[src/design/qsef_pkg.sv]
package qsef_pkg;

	localparam int MAX_KEPT = 63;
	localparam int CNT_W    = 6;
	localparam int ADDR_W   = CNT_W + 1;
	localparam int RAM_DEPTH = 2 ** ADDR_W;
	localparam int QDEPTH   = 2;

	localparam logic [7:0] QUOTE_BYTE     = 8'h27;
	localparam logic [7:0] BACKSLASH_BYTE = 8'h5C;
	localparam logic [7:0] ESC_BYTE       = 8'h1B;
	localparam logic [7:0] NEWLINE_BYTE   = 8'h0A;
	localparam logic [7:0] LT_BYTE        = 8'h3C;
	localparam logic [7:0] GT_BYTE        = 8'h3E;
	localparam logic [7:0] HASH_BYTE      = 8'h23;
	localparam logic [7:0] AMP_BYTE       = 8'h26;

	typedef struct packed {
		logic             bank;
		logic [CNT_W-1:0] count;
	} emit_cmd_t;

	typedef struct packed {
		logic              en;
		logic [ADDR_W-1:0] addr;
		logic [7:0]        data;
	} ram_wr_t;

	typedef struct packed {
		logic valid;
		logic bank;
	} done_t;

	typedef enum logic [1:0] {
		BK_IDLE,
		BK_FETCH,
		BK_DATA,
		BK_NL
	} bk_state_t;

endpackage

[src/design/quoted_string_extract_filter_top.sv]
// Input: one byte per cycle while the buffer bank being filled is free and the command queue has room.
// A kept literal of n bytes replays as n bytes, each one a buffer read and then a send,
// the newline directly after the last byte.
// The first byte follows the closing quote through the command queue and a FETCH buffer read.
// Two buffer banks let the next literal fill while the previous one replays.
// Reset (arst_n, async, active low) clears control state; buffer RAM is not cleared.
module quoted_string_extract_filter_top
	import qsef_pkg::*;
(
	input  logic       clk,
	input  logic       arst_n,
	input  logic       s_tvalid,
	output logic       s_tready,
	input  logic [7:0] s_tdata,   // [7:0] in_byte
	output logic       m_tvalid,
	input  logic       m_tready,
	output logic [7:0] m_tdata,   // [7:0] out_byte
	output logic       m_tlast
);

	ram_wr_t           wr;
	logic              fq_valid;
	logic              fq_ready;
	emit_cmd_t         fq_cmd;
	logic              qb_valid;
	logic              qb_ready;
	emit_cmd_t         qb_cmd;
	logic              rd_en;
	logic [ADDR_W-1:0] rd_addr;
	logic [7:0]        rd_data;
	done_t             done;

	qsef_front u_front (
		.clk       (clk),
		.arst_n    (arst_n),
		.s_tvalid  (s_tvalid),
		.s_tready  (s_tready),
		.s_tdata   (s_tdata),
		.wr        (wr),
		.cmd_valid (fq_valid),
		.cmd_ready (fq_ready),
		.cmd       (fq_cmd),
		.done      (done)
	);

	qsef_cmdq u_cmdq (
		.clk        (clk),
		.arst_n     (arst_n),
		.push_valid (fq_valid),
		.push_ready (fq_ready),
		.push_cmd   (fq_cmd),
		.pop_valid  (qb_valid),
		.pop_ready  (qb_ready),
		.pop_cmd    (qb_cmd)
	);

	qsef_ram u_ram (
		.clk     (clk),
		.wr      (wr),
		.rd_en   (rd_en),
		.rd_addr (rd_addr),
		.rd_data (rd_data)
	);

	qsef_back u_back (
		.clk       (clk),
		.arst_n    (arst_n),
		.cmd_valid (qb_valid),
		.cmd_ready (qb_ready),
		.cmd       (qb_cmd),
		.rd_en     (rd_en),
		.rd_addr   (rd_addr),
		.rd_data   (rd_data),
		.m_tvalid  (m_tvalid),
		.m_tready  (m_tready),
		.m_tdata   (m_tdata),
		.m_tlast   (m_tlast),
		.done      (done)
	);

endmodule

[src/design/qsef_ram.sv]
module qsef_ram
	import qsef_pkg::*;
(
	input  logic              clk,
	input  ram_wr_t           wr,
	input  logic              rd_en,
	input  logic [ADDR_W-1:0] rd_addr,
	output logic [7:0]        rd_data
);

	logic [7:0] mem_q [RAM_DEPTH];

	always_ff @(posedge clk) begin
		if (wr.en) begin
			mem_q[wr.addr] <= wr.data;
		end
	end

	always_ff @(posedge clk) begin
		if (rd_en) begin
			rd_data <= mem_q[rd_addr];
		end
	end

endmodule

[src/design/qsef_cmdq.sv]
module qsef_cmdq
	import qsef_pkg::*;
(
	input  logic      clk,
	input  logic      arst_n,
	input  logic      push_valid,
	output logic      push_ready,
	input  emit_cmd_t push_cmd,
	output logic      pop_valid,
	input  logic      pop_ready,
	output emit_cmd_t pop_cmd
);

	emit_cmd_t slot_q [QDEPTH];
	logic      wp_q;
	logic      rp_q;
	logic [1:0] count_q;
	logic      do_push;
	logic      do_pop;

	assign push_ready = (count_q != 2'(QDEPTH));
	assign pop_valid  = (count_q != 2'd0);
	assign pop_cmd    = slot_q[rp_q];
	assign do_push    = push_valid && push_ready;
	assign do_pop     = pop_valid && pop_ready;

	always_ff @(posedge clk) begin
		if (do_push) begin
			slot_q[wp_q] <= push_cmd;
		end
	end

	always_ff @(posedge clk or negedge arst_n) begin
		if (!arst_n) begin
			wp_q    <= 1'b0;
			rp_q    <= 1'b0;
			count_q <= 2'd0;
		end else begin
			if (do_push) begin
				wp_q <= !wp_q;
			end
			if (do_pop) begin
				rp_q <= !rp_q;
			end
			case ({do_push, do_pop})
				2'b10:   count_q <= count_q + 2'd1;
				2'b01:   count_q <= count_q - 2'd1;
				default: count_q <= count_q;
			endcase
		end
	end

endmodule

[src/design/qsef_front.sv]
module qsef_front
	import qsef_pkg::*;
(
	input  logic       clk,
	input  logic       arst_n,
	input  logic       s_tvalid,
	output logic       s_tready,
	input  logic [7:0] s_tdata,
	output ram_wr_t    wr,
	output logic       cmd_valid,
	input  logic       cmd_ready,
	output emit_cmd_t  cmd,
	input  done_t      done
);

	logic             inside_q;
	logic             bs_odd_q;
	logic             relevant_q;
	logic             special_q;
	logic [CNT_W-1:0] kept_q;
	logic             bank_q;
	logic [1:0]       busy_q;

	logic take;
	logic is_quote;
	logic is_bs;
	logic is_bad;
	logic is_spec;
	logic closing;
	logic body;
	logic room;

	assign s_tready = !busy_q[bank_q] && cmd_ready;
	assign take     = s_tvalid && s_tready;

	assign is_quote = (s_tdata == QUOTE_BYTE);
	assign is_bs    = (s_tdata == BACKSLASH_BYTE);
	assign is_bad   = (s_tdata == LT_BYTE) || (s_tdata == GT_BYTE) ||
	                  (s_tdata == HASH_BYTE) || (s_tdata == AMP_BYTE);
	assign is_spec  = s_tdata[7] || (s_tdata == ESC_BYTE);
	assign closing  = take && inside_q && is_quote && !bs_odd_q;
	assign body     = take && inside_q && !(is_quote && !bs_odd_q);
	assign room     = (kept_q != CNT_W'(MAX_KEPT));

	assign cmd_valid = closing && relevant_q && special_q;
	assign cmd.bank  = bank_q;
	assign cmd.count = kept_q;

	assign wr.en   = body && room;
	assign wr.addr = {bank_q, kept_q};
	assign wr.data = s_tdata;

	always_ff @(posedge clk or negedge arst_n) begin
		if (!arst_n) begin
			inside_q   <= 1'b0;
			bs_odd_q   <= 1'b0;
			relevant_q <= 1'b1;
			special_q  <= 1'b0;
			kept_q     <= '0;
			bank_q     <= 1'b0;
			busy_q     <= 2'b00;
		end else begin
			if (done.valid) begin
				busy_q[done.bank] <= 1'b0;
			end
			if (take && !inside_q) begin
				inside_q <= is_quote;
			end
			if (closing) begin
				inside_q   <= 1'b0;
				bs_odd_q   <= 1'b0;
				relevant_q <= 1'b1;
				special_q  <= 1'b0;
				kept_q     <= '0;
				if (cmd_valid) begin
					busy_q[bank_q] <= 1'b1;
					bank_q         <= !bank_q;
				end
			end
			if (body) begin
				if (is_bs) begin
					bs_odd_q   <= !bs_odd_q;
					relevant_q <= 1'b0;
				end else if (!is_quote) begin
					bs_odd_q <= 1'b0;
				end
				if (is_bad) begin
					relevant_q <= 1'b0;
				end
				if (is_spec) begin
					special_q <= 1'b1;
				end
				if (room) begin
					kept_q <= kept_q + CNT_W'(1);
				end
			end
		end
	end

endmodule

[src/design/qsef_back.sv]
module qsef_back
	import qsef_pkg::*;
(
	input  logic              clk,
	input  logic              arst_n,
	input  logic              cmd_valid,
	output logic              cmd_ready,
	input  emit_cmd_t         cmd,
	output logic              rd_en,
	output logic [ADDR_W-1:0] rd_addr,
	input  logic [7:0]        rd_data,
	output logic              m_tvalid,
	input  logic              m_tready,
	output logic [7:0]        m_tdata,
	output logic              m_tlast,
	output done_t             done
);

	bk_state_t        state_q;
	bk_state_t        state_d;
	logic             bank_q;
	logic [CNT_W-1:0] cnt_q;
	logic [CNT_W-1:0] idx_q;
	logic             last_byte;

	assign last_byte = ((idx_q + CNT_W'(1)) == cnt_q);

	always_comb begin
		state_d = state_q;
		case (state_q)
			BK_IDLE: begin
				if (cmd_valid) begin
					state_d = (cmd.count == '0) ? BK_NL : BK_FETCH;
				end
			end
			BK_FETCH: state_d = BK_DATA;
			BK_DATA: begin
				if (m_tready) begin
					state_d = last_byte ? BK_NL : BK_FETCH;
				end
			end
			BK_NL: begin
				if (m_tready) begin
					state_d = BK_IDLE;
				end
			end
			default: state_d = BK_IDLE;
		endcase
	end

	always_comb begin
		cmd_ready  = 1'b0;
		rd_en      = 1'b0;
		m_tvalid   = 1'b0;
		m_tdata    = rd_data;
		m_tlast    = 1'b0;
		done.valid = 1'b0;
		done.bank  = bank_q;
		case (state_q)
			BK_IDLE:  cmd_ready = 1'b1;
			BK_FETCH: rd_en = 1'b1;
			BK_DATA:  m_tvalid = 1'b1;
			BK_NL: begin
				m_tvalid   = 1'b1;
				m_tdata    = NEWLINE_BYTE;
				m_tlast    = 1'b1;
				done.valid = m_tready;
			end
			default: cmd_ready = 1'b0;
		endcase
	end

	assign rd_addr = {bank_q, idx_q};

	always_ff @(posedge clk or negedge arst_n) begin
		if (!arst_n) begin
			state_q <= BK_IDLE;
			bank_q  <= 1'b0;
			cnt_q   <= '0;
			idx_q   <= '0;
		end else begin
			state_q <= state_d;
			if (state_q == BK_IDLE && cmd_valid) begin
				bank_q <= cmd.bank;
				cnt_q  <= cmd.count;
				idx_q  <= '0;
			end
			if (state_q == BK_DATA && m_tready) begin
				idx_q <= idx_q + CNT_W'(1);
			end
		end
	end

endmodule

[config.mk]
export PLATFORM = sky130hd
export DESIGN_NAME = quoted_string_extract_filter_top
export DESIGN_NICKNAME = d
export VERILOG_FILES = /design/src/design/qsef_pkg.sv /design/src/design/quoted_string_extract_filter_top.sv /design/src/design/qsef_ram.sv /design/src/design/qsef_cmdq.sv /design/src/design/qsef_front.sv /design/src/design/qsef_back.sv
export SDC_FILE = /design/constraint.sdc
export NUM_CORES = 1
export LEC_CHECK = 0
export BUFFER_PORTS_ARGS = -buffer_cell sky130_fd_sc_hd__buf_2
export CORE_UTILIZATION = 45
export CTS_CLUSTER_SIZE = 30
export DETAILED_ROUTE_END_ITERATION = 7
export PLACE_DENSITY = 0.68
export SLEW_MARGIN = 20
export SYNTH_ARGS = -nofsm -noshare
export SYNTH_HDL_FRONTEND = slang
export SYNTH_SLANG_ARGS = --single-unit
[constraint.sdc]
create_clock -name clk -period 9.2 [get_ports clk]
set_clock_uncertainty 0.05 [all_clocks]
set_input_delay 0 -clock clk [delete_from_list [all_inputs] [get_ports clk]]
set_output_delay 0 -clock clk [all_outputs]
set_load 0.03 [all_outputs]
==> impl_metrics.env <==
export IMPL_critPathBufInv=1
export IMPL_setup_tns_ns=0
export IMPL_cp_depth=5
export IMPL_path_cells="buf_4 -> mux4_2 -> mux4_2 -> mux4_2 -> mux2_2"
export IMPL_critPathTopFamily="multiplexers"
export IMPL_finalNetCount=1919
export IMPL_met3_usage_pct=3.625
export IMPL_crit_slowest_cell="dfrtp_4"
export IMPL_chipHeight_um=307.1
export IMPL_dr_pass1_iters=5
export IMPL_layout_commonest_cell="edfxtp_1"
export IMPL_htreeDepth=3
export IMPL_antenna_found_initial=5
export IMPL_viasPerCell=6.046
export IMPL_final_cell_count_no_fill=3229
export IMPL_die_w_um=307.1
export IMPL_num_vias=19520
export IMPL_post_synth_top_area_cell="edfxtp_1"
export IMPL_rsz0062_at_grt="no"
export IMPL_netlist_area_leader_share_pct=75.00
export IMPL_grt_max_degree=100
export IMPL_p_per_area_mw_per_mm2=248.4
export IMPL_leakage_uw=0.01398
export IMPL_mostFrequentLayoutCells="edfxtp_1, mux4_2, nor2_1"
export IMPL_syn_area_mm2=0.04188
export IMPL_post_cts_buffers=0
export IMPL_max_freq_mhz=244.8
export IMPL_wl_per_cell_um=29.41
export IMPL_drv_cap=0
export IMPL_drive_gt1_share_pct=27.76
export IMPL_fin_crit_sh_pct=44.39
export IMPL_grt_pass1_vias=19680
export IMPL_drt_iter0_drc=2382
export IMPL_yosys_warnings=0
export IMPL_core_mm2=0.09194
export IMPL_period_needed_ns=4.084
export IMPL_synthCells=1834
export IMPL_syn_nets=1849
export IMPL_top_usage_layer="met2"
export IMPL_critPathMostFrequentCell="mux4_2"
export IMPL_cts_root_buf="clkbuf_16"
export IMPL_dp_cells=3030
export IMPL_use_met2_pct=33.01
export IMPL_synth_area_per_cell_um2=22.83
export IMPL_dp_hpwl_um=56750
export IMPL_cp_start_kind="flop"
export IMPL_slew_limit_headroom_pct=21.39
export IMPL_ys_seq_area_share_pct=76.92
export IMPL_min_path_type="in -> reg"
export IMPL_grtUsageMet1_pct=29.43
export IMPL_grt_ovfl_total=0
export IMPL_cts_buffer_depth=3
export IMPL_worstSetupPathType="reg -> reg"
export IMPL_ys_async_sr_fraction_pct=2.968
export IMPL_post_route_util_pct=50.90
export IMPL_hold_viol=0
export IMPL_required_ns=9.57
export IMPL_clk_pin_slew_worst_paths_ns=0.06
export IMPL_cts_buffers=102
export IMPL_finalSetupViolations=0
export IMPL_worst_hold_slack_ns=0.1282
export IMPL_cp_max_fo=40
export IMPL_antenna_left=0
export IMPL_gp_congestion=0.7961
export IMPL_area_growth_syn_to_layout_pct=11.75
export IMPL_worstSkewPairLatency_ns=0.67
export IMPL_final_fill_count=7048
export IMPL_synth_edff_count=1046
export IMPL_synthTopCellsByArea="edfxtp_1, mux4_2, dfrtp_1"
export IMPL_worstPathArrival_ns=4.45
export IMPL_die_area_mm2=0.09429
export IMPL_status="completed"
export IMPL_grt_pass1_wl_um=139200
export IMPL_end_kind="flop"
export IMPL_start_util_pct=45.55
export IMPL_cts_tree="yes"
export IMPL_io_pins=23
export IMPL_grt_util_all_layers_pct=20.54
export IMPL_cts_sinks=1078
export IMPL_drt_total_wl_um=94980
export IMPL_tightest_slew_ns=1.175
export IMPL_drc_errors=0
export IMPL_row_count=111
export IMPL_ys_ff_latch=1078
export IMPL_ys_types=46
export IMPL_whs_path_depth=4
export IMPL_synth_main_ff_cell="edfxtp_1"
export IMPL_ir_drop_mv=0.1665
export IMPL_cp_slowest_stage_delay_ns=0.95
export IMPL_rr_worst_depth=5
export IMPL_slew_violations=0
export IMPL_port_buffers=22
-- area by class of cell --
type | count | area (um^2) | area share [%]
clock inverters | 66 | 594.3 | 1.270
flip-flops and latches | 1078 | 32220 | 68.86
diodes | 1 | 2.502 | 0.005347
well taps | 1243 | 1555 | 3.323
clock buffers | 119 | 2648 | 5.657
repair buffers | 61 | 503.0 | 1.075
inverters | 11 | 41.29 | 0.08823
multi-input cells | 650 | 9231 | 19.73
-- where the power goes --
group	internal [uW]	switching, uW	total, uW
combinational	936	991	1930
clock	2310	1790	4100
sequential	5450	136	5590
-- path summary, 6_finish.rpt --
| path | from | endpoint | slack [ns] |
|---|---|---|---|
| setup reg to reg | u_back.idx_q[0] | u_ram.rd_data[7] | 5.12 |
| min in group asynchronous | arst_n | u_front.relevant_q | 0.38 |
| setup / recovery | u_back.idx_q[0] | u_ram.rd_data[7] | 5.12 |
| max in group asynchronous | arst_n | u_back.idx_q[2] | 8.53 |
| hold reg to reg | u_cmdq.wp_q | u_cmdq.wp_q | 0.45 |
| hold / removal | s_tvalid | u_front.inside_q | 0.13 |
-- worst reg2reg max path, stage by stage, from the launching register on --
cell,delay (ns)
dfrtp_4,0.95
buf_4,0.76
mux4_2,0.68
mux4_2,0.60
mux4_2,0.51
mux2_2,0.29
-- per-stage QoR --
step                instance area (um^2)  total power (uW)  setup slack [ns]
CTS                                46780             11700             5.060
detailed placement                 43400              7635             5.078
floorplan                          41880              6999             6.179
finish                             46800             11620             5.116
global placement                   43400              7621             5.113
global route                       46800             11970             4.928
-- cell families after synthesis --
| family | after synthesis | share of synthesized area, % |
|---|---|---|
| compound gates | 45 | 0.6752 |
| fa+ha+maj | 3 | 0.08964 |
| simple gates | 231 | 2.348 |
| xor+xnor | 16 | 0.3346 |
| buf+inv | 106 | 1.087 |
| flops | 1078 | 76.92 |
| mux | 355 | 18.55 |
-- synth_stat cells (2+ instances only) --
library cell,number
nand2b_1,5
inv_2,2
xor2_1,5
nand4_1,2
and3_1,2
o21ai_1,12
buf_1,15
dfrtp_1,31
nand3_1,14
nor4b_1,2
edfxtp_1,1046
o21a_1,2
nor2_1,149
a31oi_1,4
o22a_1,2
nand2_1,34
inv_1,8
xnor2_1,11
and2_1,6
buf_4,11
buf_2,13
mux4_2,336
ha_1,3
mux2i_1,11
a21oi_1,2
nor4_1,2
nor3_1,3
nor2b_1,8
clkbuf_1,56
mux2_2,8
o21ai_0,13
or4b_1,2
-- flip-flops by register name (all words and copies together), names as in the netlist, 2 cells and up --
signal          count
u_back.state_q      2
u_cmdq.slot_q      14
u_cmdq.count_q      2
u_back.cnt_q        6
u_ram.rd_data       8
u_front.busy_q      2
u_back.idx_q        6
u_front.kept_q      6
u_ram.mem_q      1024
-- timing repair --
| action | CTS | global route |
|---|---|---|
| endpoints found under the hold margin | 428 | 0 |
| hold buffers | 13 | 0 |
| gates resized for setup | 0 | 0 |
-- routing by layer --
| layer | wire, um | part of all wire (%) | up-vias |
|---|---|---|---|
| li1 | - | - | 7864 |
| met5 | 13 | 0.014 | - |
| met1 | 38280 | 40 | 10450 |
| met4 | 1800 | 1.9 | 2 |
| met2 | 46730 | 49 | 1081 |
| met3 | 8159 | 8.6 | 131 |
Power figures use the tool's default switching activity.
